===== config.mk =====
export PLATFORM = sky130hd
export DESIGN_NAME = calendar_date_add
export DESIGN_NICKNAME = d
export VERILOG_FILES = /design/src/design/cda_pkg.sv /design/src/design/cda_ucode_rom.sv /design/src/design/cda_sequencer.sv /design/src/design/cda_datapath.sv /design/src/design/calendar_date_add.sv
export SDC_FILE = /design/constraint.sdc
export NUM_CORES = 1
export LEC_CHECK = 0
export BUFFER_PORTS_ARGS = -buffer_cell sky130_fd_sc_hd__buf_2
export CAP_MARGIN = 5
export CORE_ASPECT_RATIO = 0.8
export CORE_MARGIN = 1.5
export CORE_UTILIZATION = 50
export CTS_CLUSTER_SIZE = 10
export DETAILED_ROUTE_END_ITERATION = 7
export PLACE_DENSITY = 0.67
export SETUP_SLACK_MARGIN = 0.15
export SYNTH_ARGS = -nofsm -noshare
export SYNTH_HDL_FRONTEND = slang
export SYNTH_SLANG_ARGS = --single-unit

===== constraint.sdc =====
create_clock -name clk -period 6.8 [get_ports clk]
set_input_delay 1.36 -clock clk [delete_from_list [all_inputs] [get_ports clk]]
set_output_delay 1.36 -clock clk [all_outputs]
set_load 0.05 [all_outputs]

===== src/design/cda_pkg.sv =====
// Shared types, constants, micro-op codes and calendar helpers for the date adder.
package cda_pkg;

	// Width of the count field; the block supports 8 to 32.
	localparam int COUNT_WIDTH = 16;

	localparam int DAY_W   = 5;
	localparam int MONTH_W = 4;
	localparam int YEAR_W  = 14;

	localparam logic [YEAR_W-1:0] YEAR_MAX = 14'd16383;
	localparam logic [YEAR_W-1:0] YEAR_400 = 14'd400;
	localparam logic [YEAR_W-1:0] MOD400_TOP = 14'd399;

	// Days in one full 400-year Gregorian cycle.
	localparam int SPAN_DAYS = 146097;
	localparam int SPAN_W    = 18;
	localparam int CE_W      = (COUNT_WIDTH > SPAN_W) ? COUNT_WIDTH : SPAN_W;

	// Month-add working widths: total months, total / 4, year sum.
	localparam int TOT_W  = COUNT_WIDTH + 1;
	localparam int QX_W   = TOT_W - 2;
	localparam int YSUM_W = ((TOT_W > YEAR_W) ? TOT_W : YEAR_W) + 1;

	// Divide by 3 through a reciprocal: exact for any operand below 2**32.
	localparam int          PROD_W     = QX_W + 32;
	localparam logic [31:0] DIV3_MAGIC = 32'hAAAAAAAB;
	localparam int          DIV3_SHIFT = 33;

	// Microcode store geometry and entry points.
	localparam int UPC_W   = 5;
	localparam int SHIFT_W = 3;

	localparam logic [UPC_W-1:0] UA_IDLE  = 5'd0;
	localparam logic [UPC_W-1:0] UA_RED0  = 5'd1;
	localparam logic [UPC_W-1:0] UA_MINIT = 5'd8;
	localparam logic [UPC_W-1:0] UA_MDIV  = 5'd9;
	localparam logic [UPC_W-1:0] UA_D400  = 5'd18;
	localparam logic [UPC_W-1:0] UA_WALK  = 5'd19;
	localparam logic [UPC_W-1:0] UA_OUT   = 5'd20;

	typedef struct packed {
		logic                   action;
		logic [DAY_W-1:0]       day;
		logic [MONTH_W-1:0]     month;
		logic [YEAR_W-1:0]      year;
		logic [COUNT_WIDTH-1:0] count;
	} cda_in_t;

	typedef struct packed {
		logic [DAY_W-1:0]   result_day;
		logic [MONTH_W-1:0] result_month;
		logic [YEAR_W-1:0]  result_year;
	} cda_out_t;

	typedef enum logic [3:0] {
		OP_NOP,
		OP_LOAD,
		OP_RED,
		OP_CLAMP,
		OP_D400,
		OP_WALK,
		OP_MINIT,
		OP_MDIV,
		OP_MADD,
		OP_OUT
	} cda_op_t;

	typedef enum logic [2:0] {
		C_NEVER,
		C_ALWAYS,
		C_IN_VALID,
		C_DAYS,
		C_GE_SPAN,
		C_NOT_FIT,
		C_OUT_FREE
	} cda_cond_t;

	// One control word: operation, jump condition and target, hold-when-false,
	// and the shift amount used by the mod-400 reduction steps.
	typedef struct packed {
		cda_op_t            op;
		cda_cond_t          cond;
		logic [UPC_W-1:0]   target;
		logic               hold;
		logic [SHIFT_W-1:0] shift;
	} cda_uword_t;

	// Status from the datapath that the sequencer branches on.
	typedef struct packed {
		logic days;
		logic ge_span;
		logic not_fit;
		logic out_free;
	} cda_flags_t;

	function automatic logic is_leap(input logic [8:0] ymod);
		logic mul4;
		mul4 = (ymod[1:0] == 2'd0);
		return (mul4 && ymod != 9'd100 && ymod != 9'd200 && ymod != 9'd300)
			|| (ymod == 9'd0);
	endfunction

	function automatic logic [DAY_W-1:0] month_days(input logic [MONTH_W-1:0] m,
		input logic leap);
		logic [DAY_W-1:0] len;
		unique case (m)
			4'd2:                      len = leap ? 5'd29 : 5'd28;
			4'd4, 4'd6, 4'd9, 4'd11:   len = 5'd30;
			default:                   len = 5'd31;
		endcase
		return len;
	endfunction

endpackage


===== src/design/cda_ucode_rom.sv =====
// Microcode store: the date-add program, one control word per step.
module cda_ucode_rom
	import cda_pkg::*;
(
	input  logic [UPC_W-1:0] addr,
	output cda_uword_t       word
);

	always_comb begin
		unique case (addr)
			// wait for an item, load it
			5'd0:  word = '{OP_LOAD,  C_IN_VALID,  UA_RED0,  1'b1, 3'd0};
			// year mod 400 by restoring subtraction of 400 << k
			5'd1:  word = '{OP_RED,   C_NEVER,     UA_IDLE,  1'b0, 3'd5};
			5'd2:  word = '{OP_RED,   C_NEVER,     UA_IDLE,  1'b0, 3'd4};
			5'd3:  word = '{OP_RED,   C_NEVER,     UA_IDLE,  1'b0, 3'd3};
			5'd4:  word = '{OP_RED,   C_NEVER,     UA_IDLE,  1'b0, 3'd2};
			5'd5:  word = '{OP_RED,   C_NEVER,     UA_IDLE,  1'b0, 3'd1};
			5'd6:  word = '{OP_RED,   C_NEVER,     UA_IDLE,  1'b0, 3'd0};
			// clamp day, branch on action
			5'd7:  word = '{OP_CLAMP, C_DAYS,      UA_D400,  1'b0, 3'd0};
			// month add: total months, divide by 12 by reciprocal, add to year, reduce mod 400, clamp
			5'd8:  word = '{OP_MINIT, C_NEVER,     UA_IDLE,  1'b0, 3'd0};
			5'd9:  word = '{OP_MDIV,  C_NEVER,     UA_IDLE,  1'b0, 3'd0};
			5'd10: word = '{OP_MADD,  C_NEVER,     UA_IDLE,  1'b0, 3'd0};
			5'd11: word = '{OP_RED,   C_NEVER,     UA_IDLE,  1'b0, 3'd5};
			5'd12: word = '{OP_RED,   C_NEVER,     UA_IDLE,  1'b0, 3'd4};
			5'd13: word = '{OP_RED,   C_NEVER,     UA_IDLE,  1'b0, 3'd3};
			5'd14: word = '{OP_RED,   C_NEVER,     UA_IDLE,  1'b0, 3'd2};
			5'd15: word = '{OP_RED,   C_NEVER,     UA_IDLE,  1'b0, 3'd1};
			5'd16: word = '{OP_RED,   C_NEVER,     UA_IDLE,  1'b0, 3'd0};
			5'd17: word = '{OP_CLAMP, C_ALWAYS,    UA_OUT,   1'b0, 3'd0};
			// day add: whole 400-year spans, then the month walk
			5'd18: word = '{OP_D400,  C_GE_SPAN,   UA_D400,  1'b0, 3'd0};
			5'd19: word = '{OP_WALK,  C_NOT_FIT,   UA_WALK,  1'b0, 3'd0};
			// hand the result to the output register
			5'd20: word = '{OP_OUT,   C_OUT_FREE,  UA_IDLE,  1'b1, 3'd0};
			default: word = '{OP_NOP, C_ALWAYS,    UA_IDLE,  1'b0, 3'd0};
		endcase
	end

endmodule


===== src/design/cda_sequencer.sv =====
// Microcode sequencer: step counter, condition select and next-address logic.
module cda_sequencer
	import cda_pkg::*;
(
	input  logic       clk,
	input  logic       arst_n,
	input  logic       in_valid,
	input  cda_flags_t flags,
	output cda_uword_t word,
	output logic       idle
);

	logic [UPC_W-1:0] upc_q;
	logic [UPC_W-1:0] upc_d;
	logic             take;

	cda_ucode_rom u_rom (
		.addr (upc_q),
		.word (word)
	);

	always_comb begin
		unique case (word.cond)
			C_NEVER:     take = 1'b0;
			C_ALWAYS:    take = 1'b1;
			C_IN_VALID:  take = in_valid;
			C_DAYS:      take = flags.days;
			C_GE_SPAN:   take = flags.ge_span;
			C_NOT_FIT:   take = flags.not_fit;
			C_OUT_FREE:  take = flags.out_free;
			default:     take = 1'b0;
		endcase
	end

	always_comb begin
		if (take) begin
			upc_d = word.target;
		end else if (word.hold) begin
			upc_d = upc_q;
		end else begin
			upc_d = upc_q + 5'd1;
		end
	end

	always_comb begin
		idle = (upc_q == UA_IDLE);
	end

	always_ff @(posedge clk or negedge arst_n) begin
		if (!arst_n) begin
			upc_q <= UA_IDLE;
		end else begin
			upc_q <= upc_d;
		end
	end

endmodule


===== src/design/cda_datapath.sv =====
// Date datapath: day, month, year and count registers driven by the control word.
module cda_datapath
	import cda_pkg::*;
(
	input  logic       clk,
	input  logic       arst_n,
	input  cda_uword_t word,
	input  logic       load,
	input  cda_in_t    in_data,
	input  logic       out_ready,
	output cda_flags_t flags,
	output logic       out_valid,
	output cda_out_t   out_data
);

	logic [DAY_W-1:0]       d_q;
	logic [MONTH_W-1:0]     m_q;
	logic [YEAR_W-1:0]      y_q;
	logic [YEAR_W-1:0]      s_q;
	logic                   ovf_q;
	logic                   act_q;
	logic [COUNT_WIDTH-1:0] cnt_q;
	logic [TOT_W-1:0]       tot_q;
	logic [QX_W-1:0]        quo_q;
	logic                   out_valid_q;
	cda_out_t               out_q;

	logic                   leap;
	logic [DAY_W-1:0]       mdays;
	logic [DAY_W-1:0]       rest;
	logic                   fit;
	logic                   ge_span;
	logic                   out_free;
	logic [YEAR_W-1:0]      red_sub;
	logic [YEAR_W:0]        y_inc;
	logic [YEAR_W:0]        y_add400;
	logic [YSUM_W-1:0]      y_madd;
	logic [PROD_W-1:0]      prod;
	logic [QX_W-1:0]        quo;
	logic [MONTH_W-1:0]     m12_lo;
	logic [MONTH_W-1:0]     mrem;

	always_comb begin
		leap     = is_leap(s_q[8:0]);
		mdays    = month_days(m_q, leap);
		rest     = mdays - d_q;
		fit      = (cnt_q <= COUNT_WIDTH'(rest));
		ge_span  = (CE_W'(cnt_q) >= CE_W'(SPAN_DAYS));
		out_free = !out_valid_q || out_ready;
		red_sub  = YEAR_400 << word.shift;
		y_inc    = {1'b0, y_q} + 15'd1;
		y_add400 = {1'b0, y_q} + {1'b0, YEAR_400};
		// total / 12 as (total / 4) / 3
		prod     = PROD_W'(tot_q[TOT_W-1:2]) * PROD_W'(DIV3_MAGIC);
		quo      = QX_W'(prod >> DIV3_SHIFT);
		y_madd   = YSUM_W'(y_q) + YSUM_W'(quo_q);
		// remainder only needs the low four bits of total - 12 * quotient
		m12_lo   = {quo_q[0], 3'b000} + {quo_q[1:0], 2'b00};
		mrem     = tot_q[3:0] - m12_lo;
	end

	always_comb begin
		flags.days      = !act_q;
		flags.ge_span   = ge_span;
		flags.not_fit   = !fit;
		flags.out_free  = out_free;
	end

	// working registers
	always_ff @(posedge clk) begin
		unique case (word.op)
			OP_LOAD: begin
				if (load) begin
					d_q   <= (in_data.day == 5'd0) ? 5'd1 : in_data.day;
					m_q   <= (in_data.month == 4'd0) ? 4'd1 :
						((in_data.month > 4'd12) ? 4'd12 : in_data.month);
					y_q   <= in_data.year;
					s_q   <= in_data.year;
					ovf_q <= 1'b0;
					act_q <= in_data.action;
					cnt_q <= in_data.count;
				end
			end
			OP_RED: begin
				if (s_q >= red_sub) begin
					s_q <= s_q - red_sub;
				end
			end
			OP_CLAMP: begin
				if (d_q > mdays) begin
					d_q <= mdays;
				end
			end
			OP_D400: begin
				if (ge_span) begin
					cnt_q <= COUNT_WIDTH'(CE_W'(cnt_q) - CE_W'(SPAN_DAYS));
					y_q   <= y_add400[YEAR_W-1:0];
					ovf_q <= ovf_q | y_add400[YEAR_W];
				end
			end
			OP_WALK: begin
				if (fit) begin
					d_q <= d_q + cnt_q[DAY_W-1:0];
				end else begin
					cnt_q <= cnt_q - COUNT_WIDTH'({1'b0, rest} + 6'd1);
					d_q   <= 5'd1;
					if (m_q == 4'd12) begin
						m_q   <= 4'd1;
						y_q   <= y_inc[YEAR_W-1:0];
						ovf_q <= ovf_q | y_inc[YEAR_W];
						s_q   <= (s_q == MOD400_TOP) ? '0 : s_q + 14'd1;
					end else begin
						m_q <= m_q + 4'd1;
					end
				end
			end
			OP_MINIT: begin
				tot_q <= TOT_W'(m_q - 4'd1) + TOT_W'(cnt_q);
			end
			OP_MDIV: begin
				quo_q <= quo;
			end
			OP_MADD: begin
				m_q   <= mrem + 4'd1;
				y_q   <= y_madd[YEAR_W-1:0];
				s_q   <= y_madd[YEAR_W-1:0];
				ovf_q <= ovf_q | (y_madd > YSUM_W'(YEAR_MAX));
			end
			default: begin
			end
		endcase
	end

	// output register: payload
	always_ff @(posedge clk) begin
		if (word.op == OP_OUT && out_free) begin
			out_q.result_day   <= ovf_q ? 5'd31 : d_q;
			out_q.result_month <= ovf_q ? 4'd12 : m_q;
			out_q.result_year  <= ovf_q ? YEAR_MAX : y_q;
		end
	end

	// output register: valid
	always_ff @(posedge clk or negedge arst_n) begin
		if (!arst_n) begin
			out_valid_q <= 1'b0;
		end else if (word.op == OP_OUT && out_free) begin
			out_valid_q <= 1'b1;
		end else if (out_ready) begin
			out_valid_q <= 1'b0;
		end
	end

	assign out_valid = out_valid_q;
	assign out_data  = out_q;

endmodule


===== src/design/calendar_date_add.sv =====
// Top level of the Gregorian date adder: sequencer plus datapath.
//
// Adds a count of days (action 0) or months (action 1) to a Gregorian date and
// returns one date per item; a result year above 16383 saturates to 31/12/16383.
// A short microprogram in a read-only table steps a plain datapath. Every item
// is loaded, has its year reduced mod 400 (leap rule) and its day clamped, and
// hands its result to the output register. Day addition first removes whole
// 146097-day spans (none fit a 16-bit count), then walks the date month by
// month until the rest of the count fits within the current month. Month
// addition forms the total months, divides by 12 through a reciprocal
// multiply, adds the quotient into the year, then runs another mod-400
// reduction and clamp of the new date.
// One item is in work at a time; the next item is taken as soon as the program
// returns to its idle step, even while the previous result still waits in the
// output register for its transfer.
module calendar_date_add
	import cda_pkg::*;
(
	input  logic     clk,
	input  logic     arst_n,
	input  logic     in_valid,
	output logic     in_ready,
	input  cda_in_t  in_data,
	output logic     out_valid,
	input  logic     out_ready,
	output cda_out_t out_data
);

	cda_uword_t word;
	cda_flags_t flags;
	logic       idle;

	// Sequencer: hold at the idle step until an item arrives, then run the program.
	cda_sequencer u_seq (
		.clk      (clk),
		.arst_n   (arst_n),
		.in_valid (in_valid),
		.flags    (flags),
		.word     (word),
		.idle     (idle)
	);

	// Accept only at the idle step; the load happens on that same edge.
	assign in_ready = idle;

	// Datapath: executes the control word and owns the output register.
	cda_datapath u_dp (
		.clk       (clk),
		.arst_n    (arst_n),
		.word      (word),
		.load      (in_valid && idle),
		.in_data   (in_data),
		.out_ready (out_ready),
		.flags     (flags),
		.out_valid (out_valid),
		.out_data  (out_data)
	);

endmodule


# After elaboration in Yosys (flattened, before gate mapping)
# Memories as Yosys holds them, arrays and structs flattened.
# Index checks and enable logic that the tools add are counted.
# totals
regBits	115
rom_bits	480
input_bits	44
out_inout_bits	25
elab_cells	140
n_memories	1
# classes
n_addsub	17
multipliers	1
n_lt_le_gt_ge	6
eq_ne	32
n_shift	1
mux	37
n_bitwise	3
n_reduce_logical	28
# mem_list
memory	words	width	rd	rd_clocked_by_memory_dff	write_ports	line_no	source
(no name shown)	32	15	1	0	0	cda_ucode_rom.sv:10	unique case (addr)
# ops
op	count
$mux 14	8
$pmux 14 s4	2
$mux 16	3
$pmux 16 s3	1
$mul 15x32->47 const B	1
$mux 5	6
$eq 4x3->1 const B	6
$eq 4x4->1 const B	5
$mux 4	5
$ge 16x18->1 const B	1
$gt 18x14->1 const B	1
$add 17x16->17	1
$le 16x5->1	1
$sub 16x14->16 const B	1
$sub 16x16->16	1
$add 14x1->15 const B	1
$add 14x14->15	1
$add 14x9->15 const B	1
$pmux 5 s3	1
$add 14x1->14 const B	1
$eq 14x9->1 const B	1
$ge 14x14->1	1
$shl 9x3->14 const A	1
$sub 14x14->14	1
other kinds (41)	73

# Longest topological paths before layout
# depth
depth_word	12
ltp_mapped	22
ltp_nobuf	22

# Hierarchy
# From an unflattened synthesis, not the netlist that was laid out.
# unflattened
hier_cells	1398
hier_area_um2	13331.5
# by_module_without_submodules
mod	n_inst	cells_per_inst	area_per_inst_um2	seq_area_each_um2
cda_datapath	1	1297	12456.9	3298.2
cda_ucode_rom	1	70	486.7	0.0
cda_sequencer	1	30	381.6	125.1
calendar_date_add	1	1	6.3	0.0

# Worst setup path before layout
# No wires, ideal clock.
# synth_path
kind	flip-flop to flip-flop
from	reg u_dp.tot_q[11]
to	reg u_dp.quo_q[10], data pin
setup_time_ps	260
arrival_time_ps	5030
required_ps	6540
slack_ps	1510
path_stages_with_launch	18
n_path_buf	0
period_less_slack_ps	5290
cell_sequence	edfxtp_1 ha_1 inv_1 fa_1 inv_1 fa_1 fa_1 fa_1 fa_1 ha_1 nand2_1 nor2_1 nand2_1 o21ai_0 nor4_4 o311ai_2 a21oi_2 xnor2_1
# synth_via
elab_chain_cells	1
# synth_lines
element	line_no	source
from (decl)	cda_datapath.sv:23	logic [TOT_W-1:0] tot_q;
from (signal assigned)	cda_datapath.sv:118	tot_q <= TOT_W'(m_q - 4'd1) + TOT_W'(cnt_q);
$mul 15x32->47	cda_datapath.sv:54	prod = PROD_W'(tot_q[TOT_W-1:2]) * PROD_W'(DIV3_MAGIC);
net u_dp.prod[43]	cda_datapath.sv:38	logic [PROD_W-1:0] prod;
to (signal assigned)	cda_datapath.sv:121	quo_q <= quo;
to (decl)	cda_datapath.sv:24	logic [QX_W-1:0] quo_q;
# The timed path passes the listed nets, and every way through them passes these cells.
# A chain may end at the register's enable or synchronous reset.

# Worst setup path in the final report
# Ends and elaborated chain as after synthesis.

==> results_tabular.tex <==
\begin{tabular}{lr}
\hline
Metric & Value \\
\hline
\multicolumn{2}{l}{\textbf{Clock tree}} \\
Total number of clock tree sinks & 115 \\
Clock network latency to the later pin of the worst-skew pair & roughly 430 ps \\
Clock transition at path regs & 60 ps \\
Post-CTS Hold Fix Bufs & 0 \\
Worst-case clock buffer depth & 2 \\
H-tree depth reported by CTS & 4 \\
Post-CTS setup buffers & 0 \\
CTS Root Cell & sky130\_fd\_sc\_hd\_\_clkbuf\_16 \\
TritonCTS clock tree & built \\
Number of buffers created by CTS & 17 \\
Resize count post-CTS & 0 \\
\multicolumn{2}{l}{\textbf{Timing}} \\
Pins Over Slew Limit & 0 \\
Timing-limited maximum frequency & $\sim$0.17 GHz \\
Setup skew after layout & 8.795 ps \\
Unrepaired setup endpoints after global routing & false \\
Setup-failing EPs final & 0 \\
Summed negative setup slack over all endpoints & 0 ps \\
Tcrit/Tclk final & 84.92\% \\
Final hold violation count & 0 \\
Max-slew headroom at the worst pin & 24.55\% \\
Min Clock Period, post-route & 5774 ps \\
Pin slew with the least headroom to its limit & 1132 ps \\
\multicolumn{2}{l}{\textbf{Floorplanning}} \\
I/O pin count & a little under 70 \\
Overall die width & 182.4 µm \\
Placement row count & 52 \\
Overall die area & 26720 µm² \\
Initial Utilization & 50.86\% \\
Die outline height & about 150 µm \\
Core ar. & 25310 µm² \\
\multicolumn{2}{l}{\textbf{GRT}} \\
Total global routing track utilization & 24.30\% \\
Antenna violations before repair & 0 \\
Number of global-route vias before repair & between 9000 and 10000 \\
Total congestion overflow & 0 \\
Wire length of the first global-routing pass & 50860 µm \\
Pin count of the biggest net entering global routing & 37 \\
\multicolumn{2}{l}{\textbf{Cells and area}} \\
Filler-free cell count of the finished design & around 1800 \\
Share of cells above drive strength 1 & 10.97\% \\
Area overhead of the layout relative to synthesis & 10.41\% \\
Fillcell total & 2181 \\
Post-layout net count & 1735 \\
Final antenna diode count & 0 \\
\multicolumn{2}{l}{\textbf{Synth}} \\
Xor and xnor fraction of the mapped netlist area & 6.396\% \\
Count of cell types in the netlist & slightly above 80 \\
Post-Syn Area & 12870 µm² \\
Nets in the synthesized netlist & 1667 \\
Mapped Avg Cell Area & roughly 9.5 µm² \\
Fraction of the mapped netlist area in compound gates & 16.04\% \\
EDFF count, synth & 109 \\
Commonest cells in the synthesized netlist & sky130\_fd\_sc\_hd\_\_ha\_1, sky130\_fd\_sc\_hd\_\_inv\_1, sky130\_fd\_sc\_hd\_\_nand2\_1 \\
Share of cell area taken by muxes after synthesis & 0.4860\% \\
Most used flip-flop cell after synthesis & sky130\_fd\_sc\_hd\_\_edfxtp\_1 \\
Flip-flop and latch count after synthesis & $\sim$120 \\
Dominant combinational cell family by area after synthesis & adder cells \\
Proportion of register bits with asynchronous set or reset after synthesis & around 5.2\% \\
Proportion of netlist area held by the largest area contributor & 25.43\% \\
Adder and majority cell fraction of the synthesized area & 31.10\% \\
Area share of and/or/nand/nor cells after synthesis & 14.00\% \\
Synth area leader & sky130\_fd\_sc\_hd\_\_edfxtp\_1 \\
Leading cell types by total area after synthesis & sky130\_fd\_sc\_hd\_\_edfxtp\_1, sky130\_fd\_sc\_hd\_\_ha\_1, sky130\_fd\_sc\_hd\_\_fa\_1 \\
Sequential element share of the synthesized area & between 20\% and 30\% \\
Library cell with the highest instance count after synthesis & sky130\_fd\_sc\_hd\_\_ha\_1 \\
Yosys warning total & 0 \\
Gate Count Post-Synth & 1350 \\
\multicolumn{2}{l}{\textbf{Drt}} \\
Highest layer used for signal routing & met4 \\
Sum of routed wire length over all layers & 31190 µm \\
Via count of the routed design & 10130 \\
Iteration-0 DRC Markers & 914 \\
Number of iterations in the first detailed-routing pass & 5 \\
Post-detailed-route DRC marker count & 0 \\
Total length of routed met3 wires & 1895 µm \\
Antenna viol nets, final & 0 \\
Via-to-Cell Ratio & $\sim$5.8 \\
Sum of met2 wire segment lengths after detailed routing & 13770 µm \\
Wire length on met1 & approximately 15000 µm \\
Routed wirelength normalized by instance count & 17.77 µm \\
\multicolumn{2}{l}{\textbf{Setup path}} \\
Worst-path cell chain & ha\_1 > inv\_1 > fa\_1 > inv\_1 > fa\_1 > fa\_1 > fa\_1 > fa\_1 > ha\_1 > nand2\_1 > nor2\_1 > nand2\_1 > o21ai\_0 > nor4\_4 > o311ai\_2 > a21oi\_2 > xnor2\_1 \\
Setup slack on the worst flop-to-flop path & 1030 ps \\
Arrival time worst endpoint & 5950 ps \\
Slowest CP cell & sky130\_fd\_sc\_hd\_\_fa\_1 \\
Kind of start point of the critical path & register \\
Required time at the endpoint of the critical path & between 6000 and 7000 ps \\
Critical Path Max Stage Delay & around 570 ps \\
Worst setup EP type & register \\
Biggest fanout along the worst timing path & 5 \\
Crit-path most repeated cell & sky130\_fd\_sc\_hd\_\_fa\_1 \\
Crit path kind & reg -> reg \\
\multicolumn{2}{l}{\textbf{Place}} \\
Buffers on Ports & 68 \\
Placed wire-length estimate & 24900 µm \\
Post-Place Cells & between 1500 and 2000 \\
RD Place Congestion & 0.9163 \\
\multicolumn{2}{l}{\textbf{Outcome}} \\
Status & complete, no violations \\
\multicolumn{2}{l}{\textbf{Run}} \\
Max-cap viol count & 0 \\
\multicolumn{2}{l}{\textbf{Min path}} \\
Path type of the worst min-delay path & reg -> reg \\
\hline
\end{tabular}
flip-flops by register name, indices dropped and copies added, names as in the netlist:
signal and count:
u_dp.act_q 1, u_dp.cnt_q 16, u_dp.d_q 5, u_dp.m_q 4
u_dp.out_data 23, u_dp.out_valid 1, u_dp.ovf_q 1, u_dp.quo_q 14
u_dp.s_q 14, u_dp.tot_q 17, u_dp.y_q 14, u_seq.upc_q 5
through the flow:
| step | hold WS [ps] | area, µm² | setup WS, ps | utilization (%) |
|---|---|---|---|---|
| floorplan | 576.5 | 12870 | 1510 | - |
| global placement | 621.7 | 13570 | 1180 | 53.61 |
| detailed placement | 623.7 | 13570 | 1019 | 53.61 |
| CTS | 646.7 | 14210 | 1016 | 56.15 |
| global route | 670.6 | 14210 | 717.6 | 56.15 |
| finish | 647.0 | 14210 | 1026 | 56.15 |
worst paths after layout:
path | depth (start not counted) | endpoint | startpoint
max in group asynchronous | 1 | u_seq.upc_q[0] | arst_n
min in group asynchronous | 1 | u_dp.out_valid | arst_n
setup / recovery | 17 | u_dp.quo_q[10] | u_dp.tot_q[11]
setup reg to reg | 17 | u_dp.quo_q[10] | u_dp.tot_q[11]
hold / removal | 1 | u_dp.out_data[18] | u_dp.d_q[0]
hold reg to reg | 1 | u_dp.out_data[18] | u_dp.d_q[0]
per-layer routing:
metal	up-vias	global-route usage [%]
met4	0	5.331
met2	322	36.59
li1	4961	-
met5	-	0
met1	4825	36.30
met3	26	4.415
critical path, delay by kind of cell (launching register included):
kind	cells	cell delay, ps
compound gates	3	930
xor+xnor	1	130
fa+ha+maj	7	3350
buf+inv	2	170
flops	1	450
simple gates	4	490
cells by family after synthesis:
family / Yosys count
AO/OA/AOI/OAI: 305
XOR/XNOR: 94
adder cells (fa/ha/maj): 274
buffers and inverters: 181
flip-flops: 115
multiplexers: 6
AND/OR/NAND/NOR: 375
layout by cell type, fill, tap and decap left out, types with 8 or more instances in the layout:
cell type,synthesis,layout
sky130_fd_sc_hd__a31oi_1,19,19
sky130_fd_sc_hd__o21ai_1,8,8
sky130_fd_sc_hd__a22oi_1,9,9
sky130_fd_sc_hd__nor2b_1,12,12
sky130_fd_sc_hd__a211oi_1,15,15
sky130_fd_sc_hd__or2_2,27,27
sky130_fd_sc_hd__a21oi_1,70,70
sky130_fd_sc_hd__xor2_1,40,40
sky130_fd_sc_hd__o21ai_0,59,59
sky130_fd_sc_hd__a21o_1,24,24
sky130_fd_sc_hd__xnor2_1,54,54
sky130_fd_sc_hd__inv_1,151,151
sky130_fd_sc_hd__clkbuf_16,0,17
sky130_fd_sc_hd__nor3_1,25,24
sky130_fd_sc_hd__o21a_1,14,14
sky130_fd_sc_hd__buf_4,1,8
sky130_fd_sc_hd__nor2_1,82,82
sky130_fd_sc_hd__and2_1,8,8
sky130_fd_sc_hd__nor4_1,8,8
sky130_fd_sc_hd__fa_1,77,77
sky130_fd_sc_hd__nand3_1,37,37
sky130_fd_sc_hd__ha_1,196,196
sky130_fd_sc_hd__nand2b_1,10,10
sky130_fd_sc_hd__nand4_1,10,10
sky130_fd_sc_hd__edfxtp_1,109,109
sky130_fd_sc_hd__and3_1,8,8
sky130_fd_sc_hd__buf_2,8,68
sky130_fd_sc_hd__nand2_1,123,123
area by class of cell:
cell class	instances	area (µm²)	area share (%)
clock buffers	18	429.2	3.020
clock inverters	14	215.2	1.514
inverters	154	578.1	4.067
multi-input cells	1054	8761	61.64
flip-flops and latches	115	3423	24.09
well taps	324	405.4	2.852
repair buffers	76	400.4	2.817
Power is left out: the tool's default activity adds up to more than one toggle a clock period on the data nets, which glitch-free logic cannot reach.
